<file path="src/design/swerve_wheel_kinematics_assert.svh">
// Assertion helpers for the swerve kinematics block
`ifndef SWERVE_WHEEL_KINEMATICS_ASSERT_SVH
`define SWERVE_WHEEL_KINEMATICS_ASSERT_SVH

// Check that a condition is followed by another one after the delay given by n
`define SWK_ASSERT_DELAY(lbl, clk, rst, a, n, b) \
  lbl: assert property (@(posedge clk) disable iff (rst) (a) |-> ##n (b)) \
    else $error("delayed check failed");

// Check that a condition implies another one in the same cycle
`define SWK_ASSERT_IMPLY(lbl, clk, rst, a, b) \
  lbl: assert property (@(posedge clk) disable iff (rst) (a) |-> (b)) \
    else $error("implication check failed");

`endif

</file>
<file path="src/design/swk_pkg.sv">
package swk_pkg;

  localparam int CORDIC_STAGES = 16;
  localparam int WHEELS = 4;
  localparam int VEC_W = 33;
  localparam int CW = 36;
  localparam int ACC_W = 32;
  localparam int MAG_W = 34;
  localparam int MAG_LO_W = 17;
  localparam int GAIN_W = 30;
  localparam int PROD_W = 64;
  localparam int HFULL_W = 39;
  localparam int SPEED_W = 17;
  localparam int ANGLE_W = 16;
  localparam int ERPM_W = 16;
  localparam int LATENCY = CORDIC_STAGES + 6;

  localparam logic [GAIN_W-1:0] INV_GAIN = 30'd652032874;
  localparam logic signed [16:0] K45 = 17'sd23170;
  localparam logic signed [16:0] K30 = 17'sd28378;
  localparam logic signed [16:0] KHALF = 17'sd16384;
  localparam logic signed [16:0] KONE = 17'sd32768;
  localparam logic signed [VEC_W-1:0] NEAR_ZERO = 33'sd402653;
  localparam logic signed [ACC_W-1:0] ANG_180 = 32'sd188743680;
  localparam logic signed [ACC_W-1:0] ANG_360 = 32'sd377487360;
  localparam logic [HFULL_W-1:0] ANG_HALF = 39'd524288;
  localparam logic [18:0] HUND_360 = 19'd36000;
  localparam logic [ERPM_W-1:0] ERPM_RESET = 16'd1000;

  localparam logic [1:0] CFG_ERPM = 2'd0;
  localparam logic [1:0] CFG_MODE = 2'd1;

  localparam logic [1:0] OVR_NONE = 2'd0;
  localparam logic [1:0] OVR_ZERO = 2'd1;
  localparam logic [1:0] OVR_UP = 2'd2;
  localparam logic [1:0] OVR_DOWN = 2'd3;

  localparam logic [ANGLE_W-1:0] ANGLE_UP = 16'd9000;
  localparam logic [ANGLE_W-1:0] ANGLE_DOWN = 16'd27000;

  typedef struct packed {
    logic signed [15:0] vel_x;
    logic signed [15:0] vel_y;
    logic signed [15:0] vel_rot;
  } cmd_t;

  typedef struct packed {
    logic [SPEED_W-1:0] speed_one;
    logic [ANGLE_W-1:0] angle_one;
    logic [SPEED_W-1:0] speed_two;
    logic [ANGLE_W-1:0] angle_two;
    logic [SPEED_W-1:0] speed_three;
    logic [ANGLE_W-1:0] angle_three;
    logic [SPEED_W-1:0] speed_four;
    logic [ANGLE_W-1:0] angle_four;
  } result_t;

  typedef struct packed {
    logic signed [VEC_W-1:0] x;
    logic signed [VEC_W-1:0] y;
  } wvec_t;

  typedef struct packed {
    logic signed [16:0] tx;
    logic signed [16:0] ty;
  } tan_t;

  typedef struct packed {
    logic signed [CW-1:0] x;
    logic signed [CW-1:0] y;
    logic signed [ACC_W-1:0] acc;
    logic [1:0] ovr;
  } cordic_t;

  // atan(2^-i) in 2^-20 degree
  function automatic logic signed [ACC_W-1:0] atan_q20(input int i);
    logic signed [ACC_W-1:0] t;
    case (i)
      0: t = 32'sd47185920;
      1: t = 32'sd27855475;
      2: t = 32'sd14718068;
      3: t = 32'sd7471121;
      4: t = 32'sd3750058;
      5: t = 32'sd1876857;
      6: t = 32'sd938658;
      7: t = 32'sd469357;
      8: t = 32'sd234682;
      9: t = 32'sd117342;
      10: t = 32'sd58671;
      11: t = 32'sd29335;
      12: t = 32'sd14668;
      13: t = 32'sd7334;
      14: t = 32'sd3667;
      15: t = 32'sd1833;
      16: t = 32'sd917;
      17: t = 32'sd458;
      18: t = 32'sd229;
      19: t = 32'sd115;
      20: t = 32'sd57;
      21: t = 32'sd29;
      22: t = 32'sd14;
      23: t = 32'sd7;
      default: t = '0;
    endcase
    return t;
  endfunction

  // Unit tangent of a wheel, Q2.15
  function automatic tan_t tangent(input logic four, input int k);
    tan_t t;
    t.tx = '0;
    t.ty = '0;
    if (four) begin
      case (k)
        0: begin t.tx = -K45; t.ty = K45; end
        1: begin t.tx = -K45; t.ty = -K45; end
        2: begin t.tx = K45; t.ty = -K45; end
        3: begin t.tx = K45; t.ty = K45; end
        default: t = '0;
      endcase
    end else begin
      case (k)
        0: begin t.tx = K30; t.ty = -KHALF; end
        1: begin t.tx = '0; t.ty = KONE; end
        2: begin t.tx = -K30; t.ty = -KHALF; end
        default: t = '0;
      endcase
    end
    return t;
  endfunction

endpackage

</file>
<file path="src/design/swk_post.sv">
module swk_post (
  input  logic                          clk,
  input  swk_pkg::cordic_t              c,
  input  logic [swk_pkg::ERPM_W-1:0]    erpm,
  output logic [swk_pkg::SPEED_W-1:0]   speed,
  output logic [swk_pkg::ANGLE_W-1:0]   angle
);

  localparam int PP_W = swk_pkg::MAG_LO_W + swk_pkg::GAIN_W;
  localparam int SP_W = swk_pkg::MAG_W + swk_pkg::ERPM_W;

  logic [PP_W-1:0] p_hi;
  logic [PP_W-1:0] p_lo;
  logic [swk_pkg::HFULL_W-1:0] hfull;
  logic [1:0] ovr1;
  logic [swk_pkg::MAG_W-1:0] mag;
  logic [swk_pkg::ANGLE_W-1:0] ang2;
  logic [SP_W-1:0] prod;
  logic [swk_pkg::ANGLE_W-1:0] ang3;

  logic [swk_pkg::ACC_W-1:0] apos;
  logic [swk_pkg::PROD_W-1:0] msum;
  logic [18:0] hund;
  logic [swk_pkg::ANGLE_W-1:0] hwrap;

  // Wrap the angle into 0..360 degrees
  assign apos = c.acc[swk_pkg::ACC_W-1] ? swk_pkg::ACC_W'(c.acc + swk_pkg::ANG_360)
                                        : swk_pkg::ACC_W'(c.acc);

  // Split the gain product in two halves, scale the angle to hundredths
  always_ff @(posedge clk) begin
    p_hi <= PP_W'(c.x[swk_pkg::MAG_W-1:swk_pkg::MAG_LO_W]) * PP_W'(swk_pkg::INV_GAIN);
    p_lo <= PP_W'(c.x[swk_pkg::MAG_LO_W-1:0]) * PP_W'(swk_pkg::INV_GAIN);
    hfull <= swk_pkg::HFULL_W'(apos) * swk_pkg::HFULL_W'(100) + swk_pkg::ANG_HALF;
    ovr1 <= c.ovr;
  end

  assign msum = (swk_pkg::PROD_W'(p_hi) << swk_pkg::MAG_LO_W) + swk_pkg::PROD_W'(p_lo);
  assign hund = hfull[swk_pkg::HFULL_W-1:20];
  assign hwrap = (hund >= swk_pkg::HUND_360) ? swk_pkg::ANGLE_W'(hund - swk_pkg::HUND_360)
                                             : swk_pkg::ANGLE_W'(hund);

  // Combine halves, pick the final angle
  always_ff @(posedge clk) begin
    mag <= msum[swk_pkg::PROD_W-1:swk_pkg::PROD_W-swk_pkg::MAG_W];
    case (ovr1)
      swk_pkg::OVR_NONE: ang2 <= hwrap;
      swk_pkg::OVR_UP: ang2 <= swk_pkg::ANGLE_UP;
      swk_pkg::OVR_DOWN: ang2 <= swk_pkg::ANGLE_DOWN;
      default: ang2 <= '0;
    endcase
  end

  // Scale to ERPM
  always_ff @(posedge clk) begin
    prod <= SP_W'(mag) * SP_W'(erpm);
    ang3 <= ang2;
  end

  // Saturate the speed
  assign speed = (|prod[SP_W-1:27+swk_pkg::SPEED_W]) ? '1 : prod[26+swk_pkg::SPEED_W:27];
  assign angle = ang3;

endmodule

</file>
<file path="config.mk">
export PLATFORM = sky130hd
export DESIGN_NAME = swk_post
export DESIGN_NICKNAME = d
export VERILOG_FILES = /design/src/design/swerve_wheel_kinematics_assert.svh /design/src/design/swk_pkg.sv /design/src/design/swk_post.sv
export SDC_FILE = /design/constraint.sdc
export NUM_CORES = 2
export LEC_CHECK = 0
export ABC_AREA = 0
export BUFFER_PORTS_ARGS = -buffer_cell sky130_fd_sc_hd__buf_2
export CORE_ASPECT_RATIO = 1.25
export CORE_MARGIN = 2
export CORE_UTILIZATION = 40
export CTS_BUF_LIST = sky130_fd_sc_hd__clkbuf_8
export CTS_CLUSTER_SIZE = 16
export DETAILED_ROUTE_END_ITERATION = 8
export PLACE_DENSITY = 0.61
export SETUP_SLACK_MARGIN = 0.2
export SYNTH_ARGS = -nofsm -noshare
export SYNTH_HDL_FRONTEND = slang
export SYNTH_SLANG_ARGS = --single-unit
export TNS_END_PERCENT = 100
</file>
<file path="constraint.sdc">
create_clock -name clk -period 8.8 [get_ports clk]
set_input_delay 0 -clock clk [delete_from_list [all_inputs] [get_ports clk]]
set_output_delay 0 -clock clk [all_outputs]
set_load 0.02 [all_outputs]
</file>
Word level (Yosys, flattened, before mapping) --
Cells that the tools add are included.
Operators by class: add/subtract/negate cells 4, multiply operators 4, order comparisons 1, equal/unequal tests 2, mux-type cells 4, reductions and logical operators 2
Operator list (number):
- $mul A17 B29 Y46 const B | 2
- $add A64 B47 Y64 | 1
- $mul A34 B16 Y50 | 1
- $pmux W16 S3 | 1
- $add A39 B20 Y39 const B | 1
- $mul A32 B5 Y37 const B | 1
- $add A32 B30 Y32 const B | 1
- $mux W32 | 1
- $ge A19 B16 Y1 const B | 1
- $mux W17 | 1
- $mux W16 | 1
- $sub A16 B16 Y16 const B | 1
- $reduce_or A6 Y1 | 1
- $eq A2 B2 Y1 const B | 2
- $logic_not A2 Y1 | 1
Storage, ports and cells: flip-flop bits (word level) 249, output and inout bits 33, word-level logic and storage cells 25

Longest topological paths before layout --
depth in word-level cells 4, gate-level depth with buffers 25

Least setup slack after synthesis --
OpenSTA, ideal clock, no wires.
path type reg-to-reg, start register mag[10] (netlist name), end register prod[43], setup time 0.062 ns, arrival 6.173 ns, setup slack 2.565 ns, cell stages (with the launch flop) 23, clock period less this slack 6.235 ns, cells stage by stage dfxtp_1 clkbuf_1 nand2_1 fa_1 fa_1 fa_1 fa_1 inv_1 fa_1 inv_1 fa_1 inv_1 ha_1 and3_1 a221o_1 a31oi_1 o221ai_1 nand2_1 nand3b_2 o311a_1 o31a_1 or4_1 nand3_1
Between the ends: cells in the longest elaborated chain, start to end 1
RTL lines:
- from (decl) | RTL line swk_post.sv:16 | logic [swk_pkg::MAG_W-1:0] mag;
- from (signal assigned) | RTL line swk_post.sv:45 | mag <= msum[swk_pkg::PROD_W-1:swk_pkg::PROD_W-swk_pkg::MAG_W];
- $mul A34 B16 Y50 | RTL line swk_post.sv:56 | prod <= SP_W'(mag) * SP_W'(erpm);
- to (signal assigned) | RTL line swk_post.sv:56
- to (decl) | RTL line swk_post.sv:18 | logic [SP_W-1:0] prod;
No other way between the ends.

Final worst setup path --
start register mag[8] (netlist name), end register prod[48]
Same word-level chain as after synthesis.

==> run metrics <==
post-DR wirelength/cell=17.4 um; Fmax=133 MHz; vias post-DR=28600; Hold Violations, Final=0; CTS buffer count=17; period utilization=85.6%; synthesized flop and latch total=185; Synth Cell Area=0.0415 sq mm; Slew Limit Fails=0; Post-synth EDFFs=0; Layout area overhead=6.13%; antenna viol nets, final=0; Net Count, Synth=5904; Setup Skew=0.0312 ns; Core Box Area=0.103 sq mm; 1st-iter DRT viols=985; vias per inst=4.95; Post-CTS Setup Inserts=0; post-synthesis sequential area ratio=8.92%; num rows=132; Cells after Synth=4359; share of the synthesized area in the top cell type=41.8%; setup TNS=0 ns; commonest cells in the netlist=inv_1, fa_1, ha_1; syn_area_per_cell=9.52 sq um; Slew HR=35.8%; Clock transition at path regs=0.13 ns; Setup crit start=mag[8]; Top FF cell, synth=dfxtp_1; final cell count without fillers=5777; Resized Gates After CTS=0; hold buffer count at cts=9; Worst-Margin Slew=0.962 ns; Nets=5967; status=finished clean; placed insts=5734; most common cell in the netlist=inv_1; DRT Wirelength=101 mm; asr flop ratio synth=0%; CTS Root Cell=clkbuf_8; largest net degree at the start of global routing=35; Arr. time, crit path=8.02 ns; DP Wirelength=84.6 mm; Port Buffers=117; final setup fails=0; R2R cell count=21; DR pass1 iterations=5; crit path capture=prod[48]; Starting Density=40.2%; GRT overflow=0; minimum clock period=7.54 ns; type of the worst min-delay path=in -> reg; r2r endpoint=prod[48]; CP Max Fanout=16; htree depth=4; Post-route DRC=0; largest cells by area after synthesis=fa_1, ha_1, inv_1; largest area contributor in the netlist=fa_1; clk_lat worst skew=0.58 ns; Vert. Die Dim=364 um; RD Place Congestion=0.972; Overall Global Routing Usage=19.9%; share of cells above drive strength 1=5.12%; startpoint types=register; TritonCTS clock tree=yes; RSZ-0062 raised after global routing=no; first-pass GRT wire length=166 mm; number of I/O pins=156; CP endpoint kind=register; chip width=292 um; max-cap check violation count=0; Netlist cell types=89; Ys Warns=0; Sink Count=185; number of fill cells=10100; DIE AREA=0.106 sq mm; clock buffer depth=2; reg2reg start=mag[8]; class of the most critical setup path=reg -> reg; initial antenna violation count=4; vias in the first global route=31900; flop-to-flop setup slack=1.26 ns; CP required=9.29 ns
[critical path: stages (launching register included)]
cell,delay (ns)
dfxtp_1,0.97
nand2_1,0.19
fa_1,0.54
fa_1,0.46
fa_1,0.51
fa_1,0.55
inv_1,0.05
fa_1,0.49
inv_1,0.05
fa_1,0.48
inv_1,0.05
ha_1,0.28
and3_1,0.16
a221o_1,0.34
a31oi_1,0.29
o221ai_1,0.44
o211ai_1,0.36
a2111o_1,0.39
a21oi_1,0.15
or3_1,0.40
a21oi_1,0.19
xnor2_1,0.13
[worst min-delay path by stage]
stage	start	end	slack [ns]	depth (start not counted)
after CTS	c[1]	ovr1[1]	0.004	2
after detailed placement	c[0]	ovr1[0]	0.11	1
after global routing	c[1]	ovr1[1]	0.04	2
after global placement	c[0]	ovr1[0]	0.10	1
final	c[1]	ovr1[1]	0.10	2
after floorplan	c[0]	ovr1[0]	0.03	0
[routing by layer]
layer | vias up | track usage (%) | share of wire, %
met3 | 195 | 2.28 | 4.0
met2 | 594 | 37.7 | 53
met4 | 0 | 7.24 | 3.6
met5 | - | 0 | 0
met1 | 14500 | 23.0 | 39
li1 | 13300 | - | -
[placed cells by master (no fill, tap or decap), types with 5 or more instances in the layout]
| master | synthesis | final |
|---|---|---|
| o21ai_0 | 53 | 53 |
| and3_1 | 14 | 14 |
| dlygate4sd3_1 | 0 | 9 |
| buf_2 | 1 | 117 |
| clkinv_8 | 0 | 6 |
| nor2b_1 | 16 | 16 |
| fa_1 | 866 | 866 |
| o31ai_1 | 8 | 8 |
| clkbuf_8 | 0 | 17 |
| nand4_1 | 25 | 25 |
| dfxtp_1 | 185 | 185 |
| ha_1 | 556 | 556 |
| and4_1 | 5 | 5 |
| or3_1 | 10 | 10 |
| inv_1 | 1165 | 1165 |
| a21o_1 | 64 | 64 |
| o21a_1 | 14 | 14 |
| o21ai_1 | 12 | 12 |
| o21bai_1 | 17 | 17 |
| xnor2_1 | 110 | 110 |
| a211oi_1 | 11 | 11 |
| nand2b_1 | 15 | 15 |
| a21oi_1 | 113 | 113 |
| or2_2 | 26 | 26 |
| nor2_1 | 89 | 89 |
| a31oi_1 | 15 | 15 |
| and2_1 | 240 | 240 |
| nand3_1 | 52 | 52 |
| xor2_1 | 46 | 46 |
| nand2_1 | 395 | 395 |
| nor3_1 | 25 | 25 |
| o211ai_1 | 7 | 7 |
| nor4_1 | 5 | 5 |
| buf_4 | 1 | 17 |
[state kept, by name, indices dropped and copies added (netlist names)]
signal,flops
mag,34
p_lo,29
angle,16
ovr1,2
prod,23
p_hi,46
ang2,16
hfull,19
[through the flow]
step | util, % | cell area, sq um | setup slack, ns | hold WS [ns]
after floorplan | - | 41500 | 2.57 | 0.0277
after global placement | 42.2 | 43500 | 1.27 | 0.104
after detailed placement | 42.2 | 43500 | 1.18 | 0.107
after CTS | 42.7 | 44000 | 1.17 | 0.00431
after global routing | 42.7 | 44000 | 1.04 | 0.0421
final | 42.7 | 44000 | 1.26 | 0.100
[final cells by class]
cell class              count  area, sq um  area share [%]
clock buffers              17          234           0.531
flip-flops and latches    185         3700            8.41
repair buffers            143          803            1.82
clock inverters            15          204           0.463
well taps                1340         1680            3.81
multi-input cells        2910        33100            75.0
diodes                      2         5.00          0.0114
inverters                1165         4370            9.93
[logic make-up after synthesis]
logic type      after synthesis  share of synthesized area [%]
mux                           2                         0.0512
buf+inv                    1264                           11.4
flops                       185                           8.92
compound gates              386                           6.27
simple gates                939                           11.3
xor+xnor                    161                           3.52
fa+ha+maj                  1422                           58.5
Power is not shown: default switching activity piles up to over one toggle a cycle in this logic, so the estimate is an artifact.
